<file path="src/rtl/core/ffsc_pkg.sv">
// Shared types and constants of the flat shading and culling block.
package ffsc_pkg;

  localparam int unsigned NumCfgRegs = 5;
  localparam int unsigned CfgIdxW = 3;
  localparam int unsigned CfgDataW = 16;
  localparam int unsigned CoordFracBits = 15;
  localparam int unsigned ScreenBits = 12;

  typedef enum logic [CfgIdxW-1:0] {
    CFG_WIDTH   = 3'd0,
    CFG_HEIGHT  = 3'd1,
    CFG_LIGHT_X = 3'd2,
    CFG_LIGHT_Y = 3'd3,
    CFG_LIGHT_Z = 3'd4
  } cfg_idx_e;

  typedef struct packed {
    logic signed [15:0] x;
    logic signed [15:0] y;
    logic signed [15:0] z;
    logic [7:0]         r;
    logic [7:0]         g;
    logic [7:0]         b;
  } vtx_t;

  typedef struct packed {
    vtx_t v0;
    vtx_t v1;
    vtx_t v2;
  } face_t;

  typedef enum logic [3:0] {
    BK_IDLE,
    BK_MUL,
    BK_CROSS,
    BK_NORM,
    BK_DOT,
    BK_SQRT,
    BK_DIV,
    BK_EMIT
  } bk_state_e;

endpackage

</file>
<file path="src/rtl/core/ffsc_front.sv">
// Front part: collects three vertices into a face and queues it.
module ffsc_front
  import ffsc_pkg::*;
(
  input  logic  clk_i,
  input  logic  rst_ni,
  input  logic  in_valid_i,
  output logic  in_ready_o,
  input  vtx_t  in_vtx_i,
  output logic  face_valid_o,
  input  logic  face_ready_i,
  output face_t face_o
);

  logic [1:0] phase_q, phase_d;
  vtx_t       v0_q, v1_q;
  face_t      fifo_q [2];
  logic       wr_q, rd_q;
  logic [1:0] cnt_q;
  logic       push, pop, acc;

  assign in_ready_o   = (phase_q != 2'd2) || (cnt_q != 2'd2);
  assign acc          = in_valid_i && in_ready_o;
  assign push         = acc && (phase_q == 2'd2);
  assign pop          = face_valid_o && face_ready_i;
  assign face_valid_o = cnt_q != 2'd0;
  assign face_o       = fifo_q[rd_q];

  always_comb begin
    phase_d = phase_q;
    if (acc) begin
      phase_d = (phase_q == 2'd2) ? 2'd0 : phase_q + 2'd1;
    end
  end

  always_ff @(posedge clk_i or negedge rst_ni) begin
    if (!rst_ni) begin
      phase_q <= 2'd0;
      wr_q    <= 1'b0;
      rd_q    <= 1'b0;
      cnt_q   <= 2'd0;
    end else begin
      phase_q <= phase_d;
      if (push) wr_q <= ~wr_q;
      if (pop) rd_q <= ~rd_q;
      cnt_q <= cnt_q + {1'b0, push} - {1'b0, pop};
    end
  end

  always_ff @(posedge clk_i) begin
    if (acc && phase_q == 2'd0) v0_q <= in_vtx_i;
    if (acc && phase_q == 2'd1) v1_q <= in_vtx_i;
    if (push) fifo_q[wr_q] <= '{v0: v0_q, v1: v1_q, v2: in_vtx_i};
  end

endmodule

</file>
<file path="config.mk">
export PLATFORM = sky130hd
export DESIGN_NAME = ffsc_front
export DESIGN_NICKNAME = d
export VERILOG_FILES = /design/src/rtl/core/ffsc_pkg.sv /design/src/rtl/core/ffsc_front.sv
export SDC_FILE = /design/constraint.sdc
export NUM_CORES = 1
export LEC_CHECK = 0
export CORE_MARGIN = 2
export CORE_UTILIZATION = 35
export CTS_CLUSTER_DIAMETER = 30
export DETAILED_ROUTE_END_ITERATION = 10
export DONT_BUFFER_PORTS = 1
export GPL_TIMING_DRIVEN = 0
export SETUP_SLACK_MARGIN = 0.5
export SYNTH_ARGS = -nofsm -noshare
export SYNTH_HDL_FRONTEND = slang
export SYNTH_SLANG_ARGS = --single-unit
</file>
<file path="constraint.sdc">
create_clock -name clk_i -period 20.5 [get_ports clk_i]
set_input_delay 0 -clock clk_i [delete_from_list [all_inputs] [get_ports clk_i]]
set_output_delay 0 -clock clk_i [all_outputs]
set_load 0.005 [all_outputs]
</file>
======== Yosys cells after proc, flatten, opt, wreduce, memory -nomap -nowiden ========
Memory sizes are Yosys's and may differ from the RTL's.
Cells that the tools add are included.
Widths: inputs -> output; s select.
word-level totals
  flip-flop bits (word level) ............. 150
  memory bits (writable) .................. 432
  input port bits ......................... 76
  output and inout port bits .............. 218
  logic and storage cells ................. 37
  memories ................................ 1
operators by class
  add/sub/neg operators ................... 3
  equal/unequal tests ..................... 4
  muxes and demuxes ....................... 3
  bitwise logic cells ..................... 2
  reductions and logical operators ........ 8
memories
  name    words  bits a word  rd ports  clocked after Yosys merged registers in  write ports  line              text
  fifo_q  2      216          1         0                                        1            ffsc_front.sv:17  face_t fifo_q [2];
operators by type and width
  kind                 count
  $logic_and 1x1->1    5
  $ne 2x2->1 const B   2
  $add 2x1->2          1
  $add 2x1->2 const B  1
  $eq 2x1->1 const B   1
  $eq 2x2->1 const B   1
  $logic_not 2->1      1
  $mux 1               2
  $mux 2               1
  $not 1->1            2
  $reduce_bool 2->1    1
  $sub 2x1->2          1
  $logic_or 1x1->1     1

======== Longest topological paths before layout ========
Gate-level depths: netlist of the first run.
  depth after elaboration ................. 6
  mapped depth ............................ 8
  depth with buffers taken out ............ 7

======== Worst setup path after synthesis of the first run ========
Ideal clock, no wire load.
  path type ............................... register -> register
  from .................................... register phase_q[0]
  to ...................................... memory fifo_q[0][0] (netlist bit), enable pin
  library setup time ...................... 1.058 ns
  arrival ................................. 15.205 ns
  data required time ...................... 19.442 ns
  slack ................................... 4.237 ns
  cell stages (with the launch flop) ...... 3
  path buffers ............................ 0
  clock period less this slack ............ 16.263 ns
  cells stage by stage .................... dfrtp_1 -> nand3b_1 -> nor3_1
on the way
  longest elaborated chain between the ends .. 6
  elaborated cells between the ends (all ways) .. 7
  classes of those cells .................. 2 x eq/ne; 2 x mux; 3 x reduce/logical
ends and longest elaborated chain
  item                            line              text
  start, declared                 ffsc_front.sv:15  logic [1:0] phase_q, phase_d;
  start signal, assigned          ffsc_front.sv:43  phase_q <= phase_d;
  $ne 2x2->1                      ffsc_front.sv:22  assign in_ready_o = (phase_q != 2'd2) || (cnt_q != 2'd2);
  $logic_or 1x1->1                ffsc_front.sv:22
  $logic_and 1x1->1               ffsc_front.sv:23  assign acc = in_valid_i && in_ready_o;
  $logic_and 1x1->1 *             ffsc_front.sv:24  assign push = acc && (phase_q == 2'd2);
  $mux 1 *                        ffsc_front.sv:53  if (push) fifo_q[wr_q] <= '{v0: v0_q, v1: v1_q, v2: in_vtx_i};
  $mux 1 (implied by the code) *  ffsc_front.sv:53
  end, declared                   ffsc_front.sv:17
Mark *: on every way between the ends. The rest lies on a longest branch, timed or not.

======== Worst setup path in the final report of the first run ========
  from .................................... register phase_q[0]
  to ...................................... memory fifo_q[0][27] (netlist bit), enable pin
Same word-level chain as after synthesis.

==> summary.txt, run 1 <==
Area occupied by multi-input gates: 2680 um^2
Area occupied by registers: 17400 um^2
Post-synth top area share: 85.4%
Finished Layout Cells: 1939
Post-synth top cells: 576 x edfxtp_1, 216 x mux2_2, 21 x buf_2, 6 x dfrtp_1
Top FF cell, synth: edfxtp_1
Port Buffers: 0
Status: completed
Simple-gate area share of the yosys netlist: 0.642%
Drt drc: 0
Critical path type: reg -> reg
Setup violations, final: 0
H-tree lvl count: 3
Post-route ant nets: 0
Gate Count Post-Synth: 858
Fmax: 354 MHz
Async set or reset register ratio after synthesis: 1.03%
Max-cap viol count: 0
Fin Setup TNS: 0 ns
Biggest area consumer among synthesized cells: edfxtp_1
Synth area leaders: edfxtp_1 85%, mux2_2 12%, dfrtp_1 0.74%, buf_2 0.52%, nand2b_1 0.12%
Crit path DAT: 3.14 ns
Dpl cell area: 21800 um^2
IO Pins: 294
Compound-cell area share of the yosys netlist: 0.272%
Setup Buffers After CTS: 0
Initial antenna violation count: 1
DP Cell Count: 1667
Die area: 59800 um^2
Avg WL per Cell: 20.7 um
Vias per cell: 4.57
Number of CTS-inserted buffers: 105
Startpoint Class: flop
Post-synth net total: 935
Site row count: 88
DP HPWL: 25.9 mm
Largest net degree at the start of global routing: 66
Relative slew slack: 41.9%
Final Max Tran Viols: 0
Critical Path RT: 20.81 ns
Worst-path fanout max: 13
Die W: 245 um
Clk pin slew, worst setup/hold paths: 0.05 ns
Worst reg2reg path depth: 10
Vias: 8854
Static leakage: 8.69 nW
Congestion Overflow GR: 0
Setup slack, reg-to-reg: 17.68 ns
Critical Path End Type: flop
Syn_area_per_cell: 23.6 um^2
Drt first pass iters: 4
RD Place Congestion: 0.706
Cts repair resizes: 0
Clock latency on the worst-skew pair: 0.62 ns
Fillers: 4752
Hold Path Class: in -> reg
Worst slack, placed: 17.67 ns
Synth Warn #: 0
Min Tclk post-route: 2.82 ns
Endpoints failing hold: 0
CORE AREA: 57500 um^2
Peak supply drop: 0.0821 mV
Drt total wl: 40.1 mm
Slew @ Worst Pin: 0.868 ns
First-pass GRT wire length: 59.4 mm
Clock Tree Root: clkbuf_16
Seq/Total Area, Yosys: 86.1%
Final setup margin: 17.68 ns
Clock tree buffer depth: 3
Count leader, synth: edfxtp_1
Layout Skew: 0.0198 ns
Critical path capture point: fifo_q[0][27]$_DFFE_PP_
Layout cells sized above 1: 39.5%
Synth unique cells: 31
Fin area: 26100 um^2
Sink Count: 582
P per Cell Area: 147 nW/um^2
Initial detailed-routing violation count: 427
GRT Overall Usage: 13.3%
TritonCTS clock tree: yes
Fin crit share: 13.8%
Flops & latches, synth: 582
Post-synth EDFFs: 576
Largest family of logic cells by synthesized area: multiplexers
Area growth syn-to-layout: 28.9%
Critical R2R Launch: phase_q[0]$_DFFE_PN0P_
Vias in the first global route: 9577
RSZ-0062 raised after global routing: no
Die Span Y: 245 um
Multiplexer share of the synthesized area: 12.1%
Net count, final: 1162
Initial Util: 35.2%
R2r endpoint: fifo_q[0][27]$_DFFE_PP_
Worst Setup SP: phase_q[0]$_DFFE_PN0P_
Synth Area in Adders: 0.0618%
Mapped Area: 20300 um^2
XOR/XNOR Fraction of Synth Area: 0.0865%
==> cell families after synthesis <==
group / count (synthesis)
buf+inv: 28
simple gates: 21
flops: 582
fa+ha+maj: 1
xor+xnor: 2
compound gates: 7
mux: 217
==> critical path: stages (launching register included) <==
cell and delay [ns]:
dfrtp_1 0.43, nand3b_1 0.22, nor3_2 0.40, buf_6 0.24
buf_8 0.17, buf_6 0.18, buf_6 0.18, buf_6 0.18
buf_8 0.16, buf_6 0.16, buf_6 0.18
==> registers in the layout, summed over array words and instances, names as in the netlist <==
name and count:
cnt_q 2, fifo_q 432, phase_q 2, rd_q 1, v0_q 72, v1_q 72, wr_q 1
==> cells in the final DEF (no fill, tap or decap), drive strengths merged, types with 2 or more instances in the layout <==
master,Yosys,routed
nand2,2,2
nand2b,4,4
buf,25,69
a21o,2,2
inv,3,19
mux2,216,216
bufinv,0,14
clkbuf,0,118
edfxtp,576,576
nor3,4,4
clkinv,0,36
clkinvlp,0,11
dlygate4sd3,0,76
nor2b,2,2
dfrtp,6,6
==> how the worst min path moves through the flow <==
stage / startpoint / to / slack, ns / depth (start not counted)
after CTS: in_vtx_i[51] / v1_q[51]$_DFFE_PP_ / 0.006 / 1
after global placement: rst_ni / phase_q[0]$_DFFE_PN0P_ / -0.30 / 0
after global routing: in_vtx_i[51] / v1_q[51]$_DFFE_PP_ / 0.05 / 1
after floorplan: rst_ni / cnt_q[0]$_DFF_PN0_ / -0.30 / 0
final: in_vtx_i[51] / v1_q[51]$_DFFE_PP_ / 0.07 / 1
after detailed placement: rst_ni / phase_q[1]$_DFFE_PN0P_ / -0.30 / 0
==> metrics by stage <==
stage | power, mW | utilization [%] | hold slack [ns]
floorplan | 1.98 | - | -0.296
global placement | 2.20 | 36.9 | -0.295
detailed placement | 2.17 | 37.9 | -0.295
CTS | 3.91 | 45.4 | 0.00562
global route | 4.00 | 45.4 | 0.0491
finish | 3.84 | 45.4 | 0.0704
==> layout make-up <==
| type | count | area share [%] |
|---|---|---|
| Timing Repair Buffer | 120 | 5.03 |
| Inverter | 3 | 0.0431 |
| Antenna cell | 1 | 0.00959 |
| Buffer | 25 | 0.532 |
| Sequential cell | 582 | 66.8 |
| Clock inverter | 77 | 3.28 |
| Clock buffer | 118 | 10.3 |
| Tap cell | 765 | 3.67 |
| Multi-Input combinational cell | 248 | 10.2 |
==> repair_timing <==
item                                   4_1_cts  5_1_grt
endpoints found under the hold margin      357        0
setup endpoints to repair                    0        0
hold buffers                                76        0
==> power breakdown <==
group / internal (mW) / switching, mW
logic: 0.249 / 0.354
registers: 1.50 / 0.0435
clock network: 1.13 / 0.570
total: 2.88 / 0.967
==> layer usage <==
metal / vias up / GRT usage [%] / part of all wire, %
met5: - / 0 / 0
met4: 0 / 4.54 / 1.7
met2: 303 / 21.9 / 50
met1: 4531 / 15.2 / 39
li1: 3959 / - / -
met3: 61 / 6.31 / 9.3
(Power assumes the default switching activity.)
==> run 2, diff against run 1 <==
clock period = 2.4 ns   (was 20.5 ns; I/O delays follow)
==> summary.txt, run 2 (synthesis results as in run 1) <==
Min Tclk post-route: 1.99 ns
Crit path DAT: 2.34 ns
Worst-path fanout max: 6
Fmax: 503 MHz
CORE AREA: 57500 um^2
Drt first pass iters: 4
HP Start: in_vtx_i[53]
Avg WL per Cell: 22.1 um
Commonest cells after routing, fill and taps aside: 576 x edfxtp_1, 198 x mux2_2, 126 x clkbuf_16, 76 x dlygate4sd3_1, 29 x buf_16
Fin area: 28000 um^2
Relative slew slack: 74.1%
Largest net degree at the start of global routing: 32
Clock latency on the worst-skew pair: 0.63 ns
Drt drc: 0
Status: completed
DP Cell Count: 1654
IO Pins: 294
Max-cap viol count: 0
Die area: 59800 um^2
Drt total wl: 44.4 mm
Peak supply drop: 0.810 mV
Area growth syn-to-layout: 38.4%
Dpl cell area: 21900 um^2
Vias in the first global route: 9894
Vias per cell: 4.58
Critical Path End Type: flop
First-pass GRT wire length: 62.7 mm
DP HPWL: 25.3 mm
Hold Path Class: in -> reg
Startpoint Class: flop
Initial antenna violation count: 2
Fin util: 48.8%
Vias: 9215
Critical R2R Launch: phase_q[0]$_DFFE_PN0P_
RSZ-0062 raised after global routing: yes
Fin crit share: 82.9%
GRT Overall Usage: 14.3%
Critical path type: reg -> reg
Static leakage: 9.58 nW
Regs by FF count: fifo_q: 432 flops, v0_q: 72 flops, v1_q: 72 flops
Slew @ Worst Pin: 0.388 ns
Site row count: 88
Biggest register: fifo_q
Post-route ant nets: 0
Endpoints failing hold: 0
Layout Skew: 0.0199 ns
Max FFs per register: 432
Commonest non-fill, non-tap cell in the layout: edfxtp_1
Net count, final: 1226
Initial detailed-routing violation count: 507
Finished Layout Cells: 2013
Setup violations, final: 0
Initial Util: 35.2%
P per Cell Area: 1280 nW/um^2
Final setup margin: 0.410 ns
H-tree lvl count: 3
Clk pin slew, worst setup/hold paths: 0.05 ns
Congestion Overflow GR: 0
Port Buffers: 0
Number of CTS-inserted buffers: 113
TritonCTS clock tree: yes
Sink Count: 582
RD Place Congestion: 0.732
Layout cells sized above 1: 43.9%
Worst slack, placed: -0.367 ns
Die W: 245 um
Die Span Y: 245 um
Final Max Tran Viols: 0
Clock tree buffer depth: 3
Critical Path RT: 2.75 ns
Worst Setup SP: phase_q[0]$_DFFE_PN0P_
Clock Tree Root: clkbuf_16
[run 2: metrics by stage]
| stage | hold WS, ns | TNS, ns | power [mW] |
|---|---|---|---|
| final | 0.0649 | 0 | 35.8 |
| after global routing | 0.0508 | 0 | 37.2 |
| after CTS | 0.0218 | 0 | 35.4 |
| after detailed placement | -0.295 | -40.47 | 18.7 |
| after global placement | -0.295 | -2662.75 | 17.0 |
| after floorplan | -0.296 | -1198.69 | 16.5 |
[run 2: power by group]
part	switching [mW]	total [mW]	internal (mW)
Sequential	0.415	13.2	12.8
Clock	5.18	15.6	10.5
Combinational	3.48	6.95	3.47
Total	9.07	35.8	26.8
[run 2: area by class of cell]
| cell class | instances | area [um^2] |
|---|---|---|
| multi-input cells | 250 | 2800 |
| inverters | 3 | 11.3 |
| diodes | 1 | 2.50 |
| fillers | 4603 | 29500 |
| clock inverters | 90 | 1000 |
| flip-flops and latches | 582 | 17400 |
| well taps | 765 | 957 |
| repair buffers | 174 | 2510 |
| clock buffers | 123 | 2890 |
| plain buffers | 25 | 409 |
[run 2: timing repair]
action                                  in CTS  in global routing
endpoints found under the setup margin     709                551
hold buffers                                76                  0
pin swaps                                    5                  3
gates cloned                                13                 13
endpoints found under the hold margin      334                  0
buffers inserted                            29                 14
resized for setup                           72                 75
[run 2: metal layers]
metal  global-route usage (%)  routed length, um  vias to the layer above
met3                     5.86               4070                       75
met5                        0                 13                        -
met4                     5.86               1060                        2
li1                         -                  -                     4113
met2                     23.7              22100                      328
met1                     16.5              17100                     4697
[run 2: final timing paths]
kind	slack [ns]	cells past startpoint	to
worst max-delay path	0.41	9	fifo_q[0][184]$_DFFE_PP_
worst min-delay path	0.06	1	fifo_q[0][53]$_DFFE_PP_
worst max register to register	0.41	9	fifo_q[0][184]$_DFFE_PP_
worst min register to register	0.43	0	fifo_q[0][144]$_DFFE_PP_
max in group asynchronous	1.89	2	phase_q[0]$_DFFE_PN0P_
min in group asynchronous	0.25	2	cnt_q[1]$_DFF_PN0_
[run 2: critical path, cell delays in order, from the launching register on]
cell and delay (ns):
dfrtp_2 0.44, nand3b_1 0.24, nor3_4 0.19, buf_6 0.15, buf_16 0.10, buf_12 0.11
buf_16 0.12, buf_16 0.14, buf_12 0.11, buf_16 0.11
==> run 3, diff against run 2 <==
ABC_AREA = 1   (was default)
clock period = 1.8 ns   (was 2.4 ns; I/O delays follow)
==> summary.txt, run 3 <==
Status: complete, but fails checks
Failing checks: setup timing
Final setup margin: -0.0749 ns
Flops & latches, synth: 582
Peak supply drop: 0.973 mV
Critical Path RT: 2.13 ns
Post-synth top area share: 84.9%
Worst reg2reg path depth: 9
Count leader, synth: nand2_1
Dpl cell area: 21800 um^2
CORE AREA: 57600 um^2
Biggest area consumer among synthesized cells: edfxtp_1
Commonest cells after routing, fill and taps aside: 576 x edfxtp_1, 386 x nand2_1, 158 x clkbuf_16, 155 x nand2_4, 119 x nand2_2
Critical R2R Launch: phase_q[1]$_DFFE_PN0P_
Site row count: 88
Die Span Y: 245 um
Seq/Total Area, Yosys: 85.7%
Clk pin slew, worst setup/hold paths: 0.05 ns
Largest net degree at the start of global routing: 32
Drt drc: 0
DP HPWL: 29.5 mm
Vias per cell: 4.71
Number of CTS-inserted buffers: 109
TritonCTS clock tree: yes
Worst Setup SP: phase_q[1]$_DFFE_PN0P_
Endpoints failing hold: 0
Drt total wl: 61.4 mm
Async set or reset register ratio after synthesis: 1.03%
Mapped Area: 20400 um^2
Tot Pwr: 54.9 mW
Ant diodes: 0
Avg WL per Cell: 24.0 um
Syn_area_per_cell: 15.5 um^2
Worst-path fanout max: 8
Clock latency on the worst-skew pair: 0.65 ns
Post-route ant nets: 0
Post-synth net total: 1390
Commonest non-fill, non-tap cell in the layout: edfxtp_1
Relative slew slack: 73.5%
DP Cell Count: 2098
Synth area leaders: edfxtp_1 85%, nand2_1 12%, dfrtp_1 0.74%, buf_6 0.66%, buf_2 0.57%
GRT Overall Usage: 16.9%
Max FFs per register: 432
Drt first pass iters: 5
Crit path DAT: 2.21 ns
Gate Count Post-Synth: 1313
Die area: 60100 um^2
Port Buffers: 0
RD Place Congestion: 0.757
P per Cell Area: 1750 nW/um^2
Initial detailed-routing violation count: 720
Min Tclk post-route: 1.87 ns
IO Pins: 294
Hold Path Class: in -> reg
Post-synth EDFFs: 576
Layout cells sized above 1: 40.4%
Critical path type: reg -> reg
Area growth syn-to-layout: 54.3%
R2r endpoint: fifo_q[0][111]$_DFFE_PP_
Static leakage: 12.1 nW
Top cell by count, worst path: buf_16
Fmax: 533 MHz
Fin Setup TNS: -2.71 ns
RSZ-0062 raised after global routing: yes
Crit-path slowest cell: dfrtp_1
Setup slack, reg-to-reg: -0.07 ns
Finished Layout Cells: 2557
Critical Path End Type: flop
Critical path capture point: fifo_q[0][111]$_DFFE_PP_
Post-synth top cells: 660 x nand2_1, 576 x edfxtp_1, 23 x buf_2, 12 x buf_6, 9 x inv_1
Initial antenna violation count: 0
Sink Count: 582
Synth Warn #: 0
Vias: 12000
Fin area: 31400 um^2
H-tree lvl count: 3
First-pass GRT wire length: 73.8 mm
Slew @ Worst Pin: 0.396 ns
Max-cap viol count: 0
Regs by FF count: fifo_q: 432 flops, v0_q: 72 flops, v1_q: 72 flops
HP Start: in_vtx_i[3]
Fin crit share: 104%
Vias in the first global route: 11500
Setup violations, final: 98
Fin util: 54.6%
Crit path cell chain: inv_2, nor2_4, nand3_4, nor2_4, buf_12, buf_16, buf_16, buf_12, buf_16
Congestion Overflow GR: 0
Biggest register: fifo_q
Net count, final: 1776
Top FF cell, synth: edfxtp_1
Initial Util: 35.4%
Final Max Tran Viols: 0
Layout Skew: 0.0305 ns
Die W: 245 um
Synth unique cells: 18
Clock Tree Root: clkbuf_16
Crit-path max cell delay: 0.36 ns
Clock tree buffer depth: 3
Startpoint Class: flop
==> run 3: how the worst min path moves through the flow <==
| stage | endpoint | slack [ns] | cells after the start |
|---|---|---|---|
| 6_report | fifo_q[0][3]$_DFFE_PP_ | 0.06 | 1 |
| 5_1_grt | v1_q[37]$_DFFE_PP_ | 0.04 | 1 |
| 4_1_cts | fifo_q[1][3]$_DFFE_PP_ | 0.02 | 1 |
| 3_5_place_dp | phase_q[1]$_DFFE_PN0P_ | -0.30 | 0 |
| 3_3_place_gp | phase_q[1]$_DFFE_PN0P_ | -0.30 | 0 |
| 2_1_floorplan | cnt_q[0]$_DFF_PN0_ | -0.30 | 0 |
==> run 3: logic make-up after synthesis <==
| group | after synthesis | share of synthesized area, % |
|---|---|---|
| AND/OR/NAND/NOR | 669 | 12.4 |
| flip-flops | 582 | 85.7 |
| buffers and inverters | 57 | 1.73 |
| AO/OA/AOI/OAI | 2 | 0.0614 |
| XOR/XNOR | 2 | 0.0860 |
| adder cells (fa/ha/maj) | 1 | 0.0614 |
==> run 3: timing repair <==
item                                    CTS  global route
gates resized for setup                 296           382
pin swaps                                22            77
setup buffers                            27            77
cloned                                   19            56
endpoints found under the setup margin  796           797
endpoints found under the hold margin   372             0
hold buffers                             76             0
==> run 3: final cells by class <==
type                       count  area, um^2
clock inverter                86         978
sequential                   582       17400
tap                          765         957
fill                        4307       26200
inverter                      10        71.3
timing repair inverter         3        25.0
buffer                        47         812
timing repair buffer         271        4190
clock buffer                 118        2830
multi-input combinational    675        4110
==> run 3: power by group <==
part	switching (mW)	total [mW]	leakage, nW	internal [mW]
combinational	9.27	16.3	4.96	7.08
clock	7.02	20.7	1.85	13.7
sequential	0.677	17.8	5.31	17.1
total	17.0	54.9	12.1	37.9
==> run 3: routing by layer <==
metal	share of wire (%)	GRT usage, %	vias up
met1	38	19.8	6085
met4	1.9	6.42	0
met2	53	28.7	443
met5	0	0	-
li1	-	-	5417
met3	6.9	5.79	88
==> run 3: through the flow <==
stage / hold WS [ns] / worst slack (ns)
after floorplan: -0.296 / -2.51
after global placement: -0.295 / -4.60
after detailed placement: -0.295 / -0.835
after CTS: 0.0165 / -0.112
after global routing: 0.0400 / -0.114
final: 0.0577 / -0.0749
==> run 3: worst max-delay path, delay by kind of cell, from the launching register on <==
kind	cells	cell delay, ns
AND/OR/NAND/NOR	3	0.48
buffers and inverters	6	0.71
flip-flops	1	0.36
